## src/hdl/bprm_pkg.sv

```systemverilog
// Shared types and constants for the battery pack rule monitor.
package bprm_pkg;

	localparam int RULE_COUNT = 8;
	localparam int CELL_IDX_W = 7;
	localparam int CFG_ADDR_W = 6;
	localparam int CFG_DATA_W = 64;

	// Register indexes (byte address is 8 * index)
	localparam logic [2:0] REG_CELL_LIMITS = 3'd0;
	localparam logic [2:0] REG_TEMP_LIMITS = 3'd1;
	localparam logic [2:0] REG_PACK_OVER   = 3'd2;
	localparam logic [2:0] REG_PACK_UNDER  = 3'd3;
	localparam logic [2:0] REG_RELAY_MAP   = 3'd4;
	localparam logic [2:0] REG_RELAY_DEF   = 3'd5;

	localparam logic [63:0] RELAY_MAP_RESET = 64'hAAAA_AAAA_AAAA_AAAA;

	// Relay map codes
	localparam logic [1:0] MAP_CLR = 2'd0;
	localparam logic [1:0] MAP_SET = 2'd1;

	// Tracker constants
	localparam logic [7:0]  NO_PROBE_TEMP = 8'hD8;   // -40
	localparam logic [7:0]  TEMP_TOP_INIT = 8'h81;   // -127
	localparam logic [7:0]  TEMP_BOT_INIT = 8'h7F;   // 127
	localparam logic [15:0] CELL_BOT_INIT = 16'hFFFF;
	localparam logic [31:0] BANK_BOT_INIT = 32'hFFFF_FFFF;

	typedef struct packed {
		logic              cell_valid;
		logic [15:0]       cell_voltage_mv;
		logic signed [7:0] internal_temp;
		logic signed [7:0] external_temp;
		logic              last_of_bank;
		logic              last_of_scan;
	} in_item_t;

	typedef struct packed {
		logic [7:0]            rule_flags;
		logic [3:0]            relay_states;
		logic [3:0]            relay_changes;
		logic [15:0]           highest_cell_mv;
		logic [15:0]           lowest_cell_mv;
		logic [CELL_IDX_W-1:0] highest_cell_index;
		logic [CELL_IDX_W-1:0] lowest_cell_index;
		logic [31:0]           highest_pack_mv;
		logic [31:0]           lowest_pack_mv;
		logic                  zero_cell_seen;
	} out_item_t;

	typedef struct packed {
		logic [63:0] cell_voltage_limits;
		logic [63:0] temperature_limits;
		logic [63:0] pack_over_limits;
		logic [63:0] pack_under_limits;
		logic [63:0] relay_map;
		logic [3:0]  relay_defaults;
	} cfg_t;

endpackage

```

## src/hdl/bprm_cfg_regs.sv

```systemverilog
// APB-style configuration register file for the battery pack rule monitor.
module bprm_cfg_regs
	import bprm_pkg::*;
(
	input  logic                  clk,
	input  logic                  arst_n,
	input  logic                  psel,
	input  logic                  penable,
	input  logic                  pwrite,
	input  logic [CFG_ADDR_W-1:0] paddr,
	input  logic [CFG_DATA_W-1:0] pwdata,
	output logic [CFG_DATA_W-1:0] prdata,
	output logic                  pready,
	output cfg_t                  cfg
);

	cfg_t       cfg_q;
	logic [2:0] reg_idx;
	logic       wr_en;

	assign reg_idx = paddr[CFG_ADDR_W-1:3];
	assign wr_en   = psel && penable && pwrite;
	assign pready  = 1'b1;
	assign cfg     = cfg_q;

	// Register writes in the access phase
	always_ff @(posedge clk or negedge arst_n) begin
		if (!arst_n) begin
			cfg_q.cell_voltage_limits <= '0;
			cfg_q.temperature_limits  <= '0;
			cfg_q.pack_over_limits    <= '0;
			cfg_q.pack_under_limits   <= '0;
			cfg_q.relay_map           <= RELAY_MAP_RESET;
			cfg_q.relay_defaults      <= '0;
		end else if (wr_en) begin
			case (reg_idx)
				REG_CELL_LIMITS: cfg_q.cell_voltage_limits <= pwdata;
				REG_TEMP_LIMITS: cfg_q.temperature_limits  <= pwdata;
				REG_PACK_OVER:   cfg_q.pack_over_limits    <= pwdata;
				REG_PACK_UNDER:  cfg_q.pack_under_limits   <= pwdata;
				REG_RELAY_MAP:   cfg_q.relay_map           <= pwdata;
				REG_RELAY_DEF:   cfg_q.relay_defaults      <= pwdata[3:0];
				default: ;
			endcase
		end
	end

	// Read mux
	always_comb begin
		case (reg_idx)
			REG_CELL_LIMITS: prdata = cfg_q.cell_voltage_limits;
			REG_TEMP_LIMITS: prdata = cfg_q.temperature_limits;
			REG_PACK_OVER:   prdata = cfg_q.pack_over_limits;
			REG_PACK_UNDER:  prdata = cfg_q.pack_under_limits;
			REG_RELAY_MAP:   prdata = cfg_q.relay_map;
			REG_RELAY_DEF:   prdata = {60'b0, cfg_q.relay_defaults};
			default:         prdata = '0;
		endcase
	end

endmodule

```

## src/hdl/battery_pack_rule_monitor_top.sv

```systemverilog
// Top level of the battery pack rule monitor: cell trackers, rules and relay mapping.
//
// Cell readings enter one item per clock while in_stall is low. Each item is
// held in an input register, where a single pass of logic (one saturating
// 32-bit add for the bank sum, its compares and the hysteresis and relay
// mapping) updates the trackers; an item that closes the scan writes its
// result into the output register, from which res_valid presents it. Items
// that do not close a scan keep flowing while a result waits; only a
// scan-closing item is held in the input register while the previous result
// is still stalled. Configuration registers sit at byte address 8 * index on
// the 64-bit APB-style port and reset at once; there is no clearing pass.
module battery_pack_rule_monitor_top
	import bprm_pkg::*;
#(
	parameter int RELAY_COUNT = 4,
	parameter int MAX_CELLS   = 128
) (
	input  logic                  clk,
	input  logic                  arst_n,
	input  logic                  in_valid,
	output logic                  in_stall,
	input  in_item_t              in_data,
	output logic                  res_valid,
	input  logic                  res_stall,
	output out_item_t             res_data,
	input  logic                  psel,
	input  logic                  penable,
	input  logic                  pwrite,
	input  logic [CFG_ADDR_W-1:0] paddr,
	input  logic [CFG_DATA_W-1:0] pwdata,
	output logic [CFG_DATA_W-1:0] prdata,
	output logic                  pready
);

	localparam int CNT_W = (MAX_CELLS > 1) ? $clog2(MAX_CELLS) : 1;
	localparam logic [CNT_W-1:0] CNT_LAST = CNT_W'(MAX_CELLS - 1);
	localparam logic [3:0] RELAY_MASK = 4'((1 << RELAY_COUNT) - 1);

	cfg_t cfg;

	bprm_cfg_regs u_cfg (
		.clk     (clk),
		.arst_n  (arst_n),
		.psel    (psel),
		.penable (penable),
		.pwrite  (pwrite),
		.paddr   (paddr),
		.pwdata  (pwdata),
		.prdata  (prdata),
		.pready  (pready),
		.cfg     (cfg)
	);

	// Hysteresis: set on trip while clear, clear on release while set
	function automatic logic hyst(input logic cur, input logic trip, input logic release_c);
		logic r;
		r = cur;
		if (!cur && trip)
			r = 1'b1;
		else if (cur && release_c)
			r = 1'b0;
		return r;
	endfunction

	// Input register
	logic     valid_s1;
	in_item_t item_s1;
	logic     proc_go;

	// Tracker state
	logic [CNT_W-1:0]      cnt_q;
	logic [31:0]           bank_sum_q;
	logic [15:0]           top_mv_q, bot_mv_q;
	logic [CELL_IDX_W-1:0] top_idx_q, bot_idx_q;
	logic [31:0]           top_bank_q, bot_bank_q;
	logic [7:0]            top_ext_q, bot_ext_q, top_int_q, bot_int_q;
	logic                  probe_q, zero_q;
	logic [7:0]            rule_q;
	logic [3:0]            prev_relays_q;

	// Output register
	logic      res_valid_q;
	out_item_t res_data_q;

	assign proc_go   = valid_s1 && !(item_s1.last_of_scan && res_valid_q && res_stall);
	assign in_stall  = valid_s1 && !proc_go;
	assign res_valid = res_valid_q;
	assign res_data  = res_data_q;

	always_ff @(posedge clk or negedge arst_n) begin
		if (!arst_n) begin
			valid_s1 <= 1'b0;
		end else if (!in_stall) begin
			valid_s1 <= in_valid;
		end
	end

	always_ff @(posedge clk) begin
		if (!in_stall && in_valid) begin
			item_s1 <= in_data;
		end
	end

	// Next tracker values for the item in the input register
	logic                  v, close, scan_end, probe_hit;
	logic [15:0]           mv;
	logic [7:0]            itemp, etemp;
	logic [CELL_IDX_W-1:0] idx;
	logic [32:0]           sum_ext;
	logic [31:0]           sum_new;
	logic [15:0]           top_mv_n, bot_mv_n;
	logic [CELL_IDX_W-1:0] top_idx_n, bot_idx_n;
	logic [31:0]           top_bank_n, bot_bank_n;
	logic [7:0]            top_ext_n, bot_ext_n, top_int_n, bot_int_n;
	logic                  probe_n, zero_n;
	logic [CNT_W-1:0]      cnt_n;

	always_comb begin
		v         = item_s1.cell_valid;
		mv        = item_s1.cell_voltage_mv;
		itemp     = item_s1.internal_temp;
		etemp     = item_s1.external_temp;
		scan_end  = item_s1.last_of_scan;
		close     = item_s1.last_of_bank || scan_end;
		idx       = CELL_IDX_W'(cnt_q);
		probe_hit = v && (etemp != NO_PROBE_TEMP);

		// saturating bank sum
		sum_ext = {1'b0, bank_sum_q} + {17'b0, mv};
		if (!v)
			sum_new = bank_sum_q;
		else if (sum_ext[32])
			sum_new = BANK_BOT_INIT;
		else
			sum_new = sum_ext[31:0];

		zero_n  = zero_q || (v && (mv == 16'd0));
		probe_n = probe_q || probe_hit;

		top_mv_n  = top_mv_q;
		top_idx_n = top_idx_q;
		if (v && (mv > top_mv_q)) begin
			top_mv_n  = mv;
			top_idx_n = idx;
		end
		bot_mv_n  = bot_mv_q;
		bot_idx_n = bot_idx_q;
		if (v && (mv < bot_mv_q)) begin
			bot_mv_n  = mv;
			bot_idx_n = idx;
		end

		// temperature extremes, signed
		top_ext_n = (probe_hit && ($signed(etemp) > $signed(top_ext_q))) ? etemp : top_ext_q;
		bot_ext_n = (probe_hit && ($signed(etemp) < $signed(bot_ext_q))) ? etemp : bot_ext_q;
		top_int_n = (v && ($signed(itemp) > $signed(top_int_q))) ? itemp : top_int_q;
		bot_int_n = (v && ($signed(itemp) < $signed(bot_int_q))) ? itemp : bot_int_q;

		top_bank_n = (close && (sum_new > top_bank_q)) ? sum_new : top_bank_q;
		bot_bank_n = (close && (sum_new < bot_bank_q)) ? sum_new : bot_bank_q;

		cnt_n = (cnt_q == CNT_LAST) ? '0 : cnt_q + 1'b1;
	end

	// Rules on the closing values; bank compares split so they run beside the add
	logic [31:0] po_trip, po_rel, pu_trip, pu_rel;
	logic        bank_over_trip, bank_over_rel, bank_under_trip, bank_under_rel;
	logic [7:0]  rule_n;
	logic [3:0]  relays;

	always_comb begin
		po_trip = cfg.pack_over_limits[31:0];
		po_rel  = cfg.pack_over_limits[63:32];
		pu_trip = cfg.pack_under_limits[31:0];
		pu_rel  = cfg.pack_under_limits[63:32];

		bank_over_trip  = (top_bank_q > po_trip) || (close && (sum_new > po_trip));
		bank_over_rel   = (top_bank_q < po_rel) && (!close || (sum_new < po_rel));
		bank_under_trip = (bot_bank_q < pu_trip) || (close && (sum_new < pu_trip));
		bank_under_rel  = (bot_bank_q > pu_rel) && (!close || (sum_new > pu_rel));

		if (zero_n) begin
			// zero-volt cell: module rules cleared, bank rules held
			rule_n = {rule_q[7:6], 6'b0};
		end else begin
			rule_n[0] = hyst(rule_q[0], top_mv_n > cfg.cell_voltage_limits[15:0],
				top_mv_n < cfg.cell_voltage_limits[31:16]);
			rule_n[1] = hyst(rule_q[1], bot_mv_n < cfg.cell_voltage_limits[47:32],
				bot_mv_n > cfg.cell_voltage_limits[63:48]);
			if (probe_n) begin
				rule_n[2] = hyst(rule_q[2], top_ext_n > cfg.temperature_limits[7:0],
					top_ext_n < cfg.temperature_limits[15:8]);
				rule_n[3] = hyst(rule_q[3], bot_ext_n < cfg.temperature_limits[23:16],
					bot_ext_n > cfg.temperature_limits[31:24]);
			end else begin
				rule_n[3:2] = 2'b00;
			end
			rule_n[4] = hyst(rule_q[4], top_int_n > cfg.temperature_limits[39:32],
				top_int_n < cfg.temperature_limits[47:40]);
			rule_n[5] = hyst(rule_q[5], bot_int_n < cfg.temperature_limits[55:48],
				bot_int_n > cfg.temperature_limits[63:56]);
			rule_n[6] = hyst(rule_q[6], bank_over_trip, bank_over_rel);
			rule_n[7] = hyst(rule_q[7], bank_under_trip, bank_under_rel);
		end

		// relay mapping, highest rule first so the lowest active rule wins
		relays = cfg.relay_defaults & RELAY_MASK;
		for (int n = RULE_COUNT - 1; n >= 0; n--) begin
			for (int y = 0; y < RELAY_COUNT; y++) begin
				if (rule_n[n]) begin
					if (cfg.relay_map[(n * 4 + y) * 2 +: 2] == MAP_SET)
						relays[y] = 1'b1;
					else if (cfg.relay_map[(n * 4 + y) * 2 +: 2] == MAP_CLR)
						relays[y] = 1'b0;
				end
			end
		end
		relays = relays & RELAY_MASK;
	end

	// Tracker update, cleared at scan end
	always_ff @(posedge clk or negedge arst_n) begin
		if (!arst_n) begin
			cnt_q         <= '0;
			bank_sum_q    <= '0;
			top_mv_q      <= '0;
			bot_mv_q      <= CELL_BOT_INIT;
			top_idx_q     <= '0;
			bot_idx_q     <= '0;
			top_bank_q    <= '0;
			bot_bank_q    <= BANK_BOT_INIT;
			top_ext_q     <= TEMP_TOP_INIT;
			bot_ext_q     <= TEMP_BOT_INIT;
			top_int_q     <= TEMP_TOP_INIT;
			bot_int_q     <= TEMP_BOT_INIT;
			probe_q       <= 1'b0;
			zero_q        <= 1'b0;
			rule_q        <= '0;
			prev_relays_q <= '0;
		end else if (proc_go) begin
			top_idx_q <= top_idx_n;
			bot_idx_q <= bot_idx_n;
			if (scan_end) begin
				cnt_q         <= '0;
				bank_sum_q    <= '0;
				top_mv_q      <= '0;
				bot_mv_q      <= CELL_BOT_INIT;
				top_bank_q    <= '0;
				bot_bank_q    <= BANK_BOT_INIT;
				top_ext_q     <= TEMP_TOP_INIT;
				bot_ext_q     <= TEMP_BOT_INIT;
				top_int_q     <= TEMP_TOP_INIT;
				bot_int_q     <= TEMP_BOT_INIT;
				probe_q       <= 1'b0;
				zero_q        <= 1'b0;
				rule_q        <= rule_n;
				prev_relays_q <= relays;
			end else begin
				cnt_q      <= cnt_n;
				bank_sum_q <= close ? 32'd0 : sum_new;
				top_mv_q   <= top_mv_n;
				bot_mv_q   <= bot_mv_n;
				top_bank_q <= top_bank_n;
				bot_bank_q <= bot_bank_n;
				top_ext_q  <= top_ext_n;
				bot_ext_q  <= bot_ext_n;
				top_int_q  <= top_int_n;
				bot_int_q  <= bot_int_n;
				probe_q    <= probe_n;
				zero_q     <= zero_n;
			end
		end
	end

	// Output register
	always_ff @(posedge clk or negedge arst_n) begin
		if (!arst_n) begin
			res_valid_q <= 1'b0;
		end else if (proc_go && scan_end) begin
			res_valid_q <= 1'b1;
		end else if (!res_stall) begin
			res_valid_q <= 1'b0;
		end
	end

	always_ff @(posedge clk) begin
		if (proc_go && scan_end) begin
			res_data_q.rule_flags         <= rule_n;
			res_data_q.relay_states       <= relays;
			res_data_q.relay_changes      <= relays ^ prev_relays_q;
			res_data_q.highest_cell_mv    <= top_mv_n;
			res_data_q.lowest_cell_mv     <= bot_mv_n;
			res_data_q.highest_cell_index <= top_idx_n;
			res_data_q.lowest_cell_index  <= bot_idx_n;
			res_data_q.highest_pack_mv    <= top_bank_n;
			res_data_q.lowest_pack_mv     <= bot_bank_n;
			res_data_q.zero_cell_seen     <= zero_n;
		end
	end

endmodule
```

## config.mk

```make
export PLATFORM = sky130hd
export DESIGN_NAME = battery_pack_rule_monitor_top
export DESIGN_NICKNAME = d
export VERILOG_FILES = /design/src/hdl/bprm_pkg.sv /design/src/hdl/bprm_cfg_regs.sv /design/src/hdl/battery_pack_rule_monitor_top.sv
export SDC_FILE = /design/constraint.sdc
export NUM_CORES = 2
export LEC_CHECK = 0
export BUFFER_PORTS_ARGS = -buffer_cell sky130_fd_sc_hd__buf_2
export CAP_MARGIN = 10
export CORE_ASPECT_RATIO = 0.7
export CORE_MARGIN = 4
export CORE_UTILIZATION = 40
export CTS_CLUSTER_SIZE = 24
export DETAILED_ROUTE_END_ITERATION = 6
export PLACE_DENSITY = 0.57
export SETUP_SLACK_MARGIN = 0.2
export SLEW_MARGIN = 10
export SYNTH_ARGS = -nofsm -noshare
export SYNTH_HDL_FRONTEND = slang
export SYNTH_SLANG_ARGS = --single-unit
```

## constraint.sdc

```tcl
create_clock -name clk -period 13.65 [get_ports clk]
set_input_delay 2.73 -clock clk [delete_from_list [all_inputs] [get_ports clk]]
set_output_delay 2.73 -clock clk [all_outputs]
set_load 0.005 [all_outputs]
```

After elaboration in Yosys (flattened, before gate mapping):

Cells that the tools add are included.

* add/sub/neg operators: 2
* magnitude comparators: 28
* equal/unequal tests: 40
* multiplexer cells: 143
* bitwise gates (word level): 1
* reductions and logical operators: 98

Operators by type and width (number)
* case mux 64 bit (6 select lines): 1
* two-way mux 32 bit: 8
* greater-than comparator 32 bit: 5
* less-than comparator 32 bit: 5
* two-way mux 1 bit: 116
* two-way mux 8 bit: 9
* equality test 2 x 1 -> 1 bit, second input constant: 32
* logical NOT 2 bit: 32
* two-way mux 16 bit: 4
* greater-than comparator 16 bit: 3
* greater-than comparator 8 bit: 6
* less-than comparator 16 bit: 3
* less-than comparator 8 bit: 6
* logical AND 1 bit: 38
* adder 32 x 16 -> 33 bit: 1
* two-way mux 7 bit: 4
* logical NOT 16 bit: 1
* AND reduction 2 bit: 7
* logical NOT 1 bit: 12
* inequality test 8 bit, second input constant: 1
* adder 7 x 1 -> 7 bit, second input constant: 1
* equality test 7 bit, second input constant: 1
* logical OR 1 bit: 7
* equality test 3 x 2 -> 1 bit, second input constant: 2
* other kinds (6): 7

* register bits after elaboration: 683
* output and inout port bits: 194

Depth between registers and ports, before layout:

* depth in word-level cells: 33
* mapped depth: 26
* depth with buffers taken out: 24

Modules after synthesis:

Synthesis repeated with hierarchy kept, for this count alone.

* cell total of the unflattened synthesis: 4099
* area, all modules: 43479.2 um^2

Modules (own cells, without submodules)
* battery_pack_rule_monitor_top: times used 1, cells each 3044, area an instance 28513.6 um^2
* bprm_cfg_regs: times used 1, cells each 1055, area an instance 14965.6 um^2

Least setup slack after synthesis:

OpenSTA, ideal clock, no wires.

* path type: in2out
* start: in paddr[3]
* end: out prdata[13]
* data arrival time: 4.611 ns
* required time: 10.920 ns
* slack: 6.309 ns
* stages: 6
* path buffers: 5
* cell sequence: clkbuf_1 -> clkbuf_1 -> buf_1 -> clkbuf_1 -> buf_1 -> o22ai_1

* word-level cells in the longest chain between the ends: 2

RTL lines
* start, declared: line battery_pack_rule_monitor_top.sv:29 `input logic [CFG_ADDR_W-1:0] paddr,`
* equality test 3 bit, or another cell as far along: line bprm_cfg_regs.sv:50 `case (reg_idx)`
* case mux 64 bit (6 select lines) (*): line bprm_cfg_regs.sv:50
* end, declared: line battery_pack_rule_monitor_top.sv:31 `output logic [CFG_DATA_W-1:0] prdata,`

Mark *: on every way between the ends. The rest lies on a longest branch, timed or not.

Worst setup path in the final report:

* start: in paddr[3]
* end: out prdata[17]

The elaborated chain is that of the path after synthesis.

==> results.json <==
{
  "setup.worst_path.start_class": "primary input",
  "ios": 306,
  "power_density_nw_per_um2": 150.8,
  "post_cts_buffers": 0,
  "path_clk_slew_ns": 0.06,
  "gr-total-overflow": 0,
  "grt_pass1_wl_um": 230300,
  "core-area_um2": 104700,
  "p_leak_nw": 22.54,
  "fin_skew_ns": 0.03538,
  "numCtsBuffers": 75,
  "vdd_drop_max_v": 0.00009290,
  "synthTopCellsByArea": "dfrtp_1 (25%), ha_1 (15%), edfxtp_1 (11%), mux2_2 (6.6%), dfstp_2 (6.1%)",
  "firstDrtPassIters": 5,
  "met3_usage_pct": 8.681,
  "synth_ff_type": "dfrtp_1",
  "gp_congestion": 0.9669,
  "num-nets-final": 5117,
  "yosys.cell_count.top_type": "ha_1",
  "cts_tree": "built",
  "area_growth_syn_to_layout_pct": 13.60,
  "ys_ff_latch": 683,
  "cts_resized": 0,
  "crit_fanout": 40,
  "syn_inst": 4207,
  "async_flop_share_pct": 76.28,
  "placement.io_buffers": 301,
  "grt_util_met2_pct": 40.51,
  "setup_viol": 0,
  "fillCellCount": 9907,
  "fin_crit_ns": 8.262,
  "timing.fmax_mhz": 121.0,
  "synth_top_area_share_pct": 24.94,
  "drt_iter0_markers": 3523,
  "syn_area_per_cell_um2": 10.09,
  "crit_type": "primary input to output pin",
  "cts_root_buf": "clkbuf_16",
  "antenna_left": 0,
  "vias": 34380,
  "drc": 0,
  "outcome": "finished clean",
  "grt_pass1_vias": 32350,
  "synth-edff-count": 162,
  "hp-class": "register to register",
  "busiest_layer": "met1",
  "initial_core_util_pct": 40.54,
  "hold_buffers": 0,
  "grt_usage_pct": 28.20,
  "seq_area_frac_synth_pct": 42.48,
  "avgViaCountPerCell": 5.753,
  "arrival_ns": 5.53,
  "finalHoldViolCount": 0,
  "grt_max_degree": 82,
  "fp.dieW_um": 397.3,
  "ys_top_cells_by_count": "ha_1 (515), inv_1 (455), nand2_1 (427)",
  "cts_buffer_depth": 3,
  "maxCapViolCount": 0,
  "die_y_um": 280.5,
  "yosys_warnings": 0,
  "rsz0062_at_grt": "false",
  "drv_slew": 0,
  "post-dp-hpwl_um": 121400,
  "slew_headroom_pct": 17.27,
  "clkSinkCount": 683,
  "worstMarginPinSlew_ns": 1.238,
  "htreeDepth": 3,
  "synth_fp_nets": 4835,
  "wl_per_cell_um": 26.71,
  "die_area_um2": 111400,
  "post-route-period-util_pct": 60.53,
  "end_kind": "output pin",
  "final_layout_size_suffix_gt1_share_pct": 19.93,
  "place_inst": 5826,
  "antenna_found_initial": 21,
  "num_rows": 99,
  "yosysUniqueCellTypes": 104,
  "cp_data_required_time_ns": 10.92,
  "yosys.area.top_type": "dfrtp_1",
  "setup_tns_ns": 0,
  "syn_area_um2": 42430,
  "layout.cells.non_filler": 5976,
  "use_met1_pct": 41.41,
  "drt_wl_total_um": 159600,
  "worstSkewPairLatency_ns": 0.69
}
-- where the power goes --
| part | internal [W] | leakage [nW] | total (W) | switching, W |
|---|---|---|---|---|
| clock | 0.00120 | 1.21 | 0.00212 | 0.000921 |
| combinational | 0.000886 | 13.5 | 0.00235 | 0.00147 |
| sequential | 0.00249 | 7.87 | 0.00280 | 0.000305 |
-- per-stage QoR --
stage	instance area (um2)	util [%]	setup slack, ns	total power [W]	hold slack, ns
global route	48180	46.03	5.211	0.007669	0.5068
global placement	45690	43.65	5.525	0.005069	0.4540
floorplan	42430	-	6.309	0.004176	0.4418
CTS	48180	46.03	5.542	0.007253	0.4742
finish	48210	46.05	5.388	0.007270	0.4736
detailed placement	45690	43.65	5.535	0.005124	0.4585
-- cells in the final DEF (no fill, tap or decap), types with 98 or more instances in the layout --
cell / count
nand2_1: 426
inv_1: 455
mux2_2: 247
edfxtp_1: 162
nor2_1: 195
a21oi_1: 237
ha_1: 515
buf_2: 298
dfstp_2: 98
dfrtp_1: 423
o21ai_0: 391
-- path summary, 6_finish.rpt --
path | from | end | slack [ns] | cells past startpoint
max | paddr[3] | prdata[17] | 5.39 | 6
min | top_idx_q[6]$_DFFE_PN0P_ | top_idx_q[6]$_DFFE_PN0P_ | 0.47 | 2
max reg2reg | mv[0]$_DFFE_PP_ | res_data[112]$_DFFE_PP_ | 5.43 | 23
min reg2reg | top_idx_q[6]$_DFFE_PN0P_ | top_idx_q[6]$_DFFE_PN0P_ | 0.47 | 2
max in group asynchronous | arst_n | u_cfg.cfg[220]$_DFFE_PN0P_ | 9.39 | 3
min in group asynchronous | arst_n | top_mv_q[12]$_DFFE_PN0P_ | 2.01 | 1
-- metal layers --
metal  share of wire, %  wire (um)
met1                 45      72000
met2                 41      65940
met3                 11      17690
met4                2.4       3858
met5              0.065        104
-- worst max-delay path, cell delays in order --
cell and delay, ns:
buf_4 0.51, buf_4 0.73, mux4_2 0.33, inv_1 0.04
o21ai_0 0.88, buf_2 0.27
-- kinds of logic (layout without fill, tap and decap cells) --
| group | count (synthesis) | after routing | synth area share (%) |
|---|---|---|---|
| XOR/XNOR | 28 | 28 | 0.5779 |
| AND/OR/NAND/NOR | 947 | 947 | 10.26 |
| buffers and inverters | 614 | 959 | 5.490 |
| AO/OA/AOI/OAI | 1071 | 1071 | 16.02 |
| adder cells (fa/ha/maj) | 516 | 516 | 15.23 |
| multiplexers | 347 | 347 | 9.937 |
| flip-flops | 683 | 683 | 42.48 |
| other | 1 | 11 | 0.008837 |
-- registers in the layout (all words and copies together) (netlist names), 4 cells and up --
signal	count
etemp	8
u_cfg.cfg	324
top_ext_q	8
top_mv_q	16
cnt_q	7
res_data	127
mv	16
top_int_q	8
bot_bank_q	32
itemp	8
rule_q	8
bot_mv_q	16
bot_int_q	8
bank_sum_q	32
top_bank_q	32
bot_idx_q	7
top_idx_q	7
bot_ext_q	8
prev_relays_q	4
-- area by class of cell --
cell class              count  area [um2]  share of cell area, %
diodes                     10       25.02                0.05191
clock buffers             112        2190                  4.542
clock inverters            28       302.8                 0.6281
inverters                 456        1717                  3.561
multi-input cells        2910       22190                  46.02
flip-flops and latches    683       18020                  37.39
well taps                1414        1769                  3.670
repair buffers            363        1991                  4.130
No activity file was read; power rests on OpenSTA's default activity.
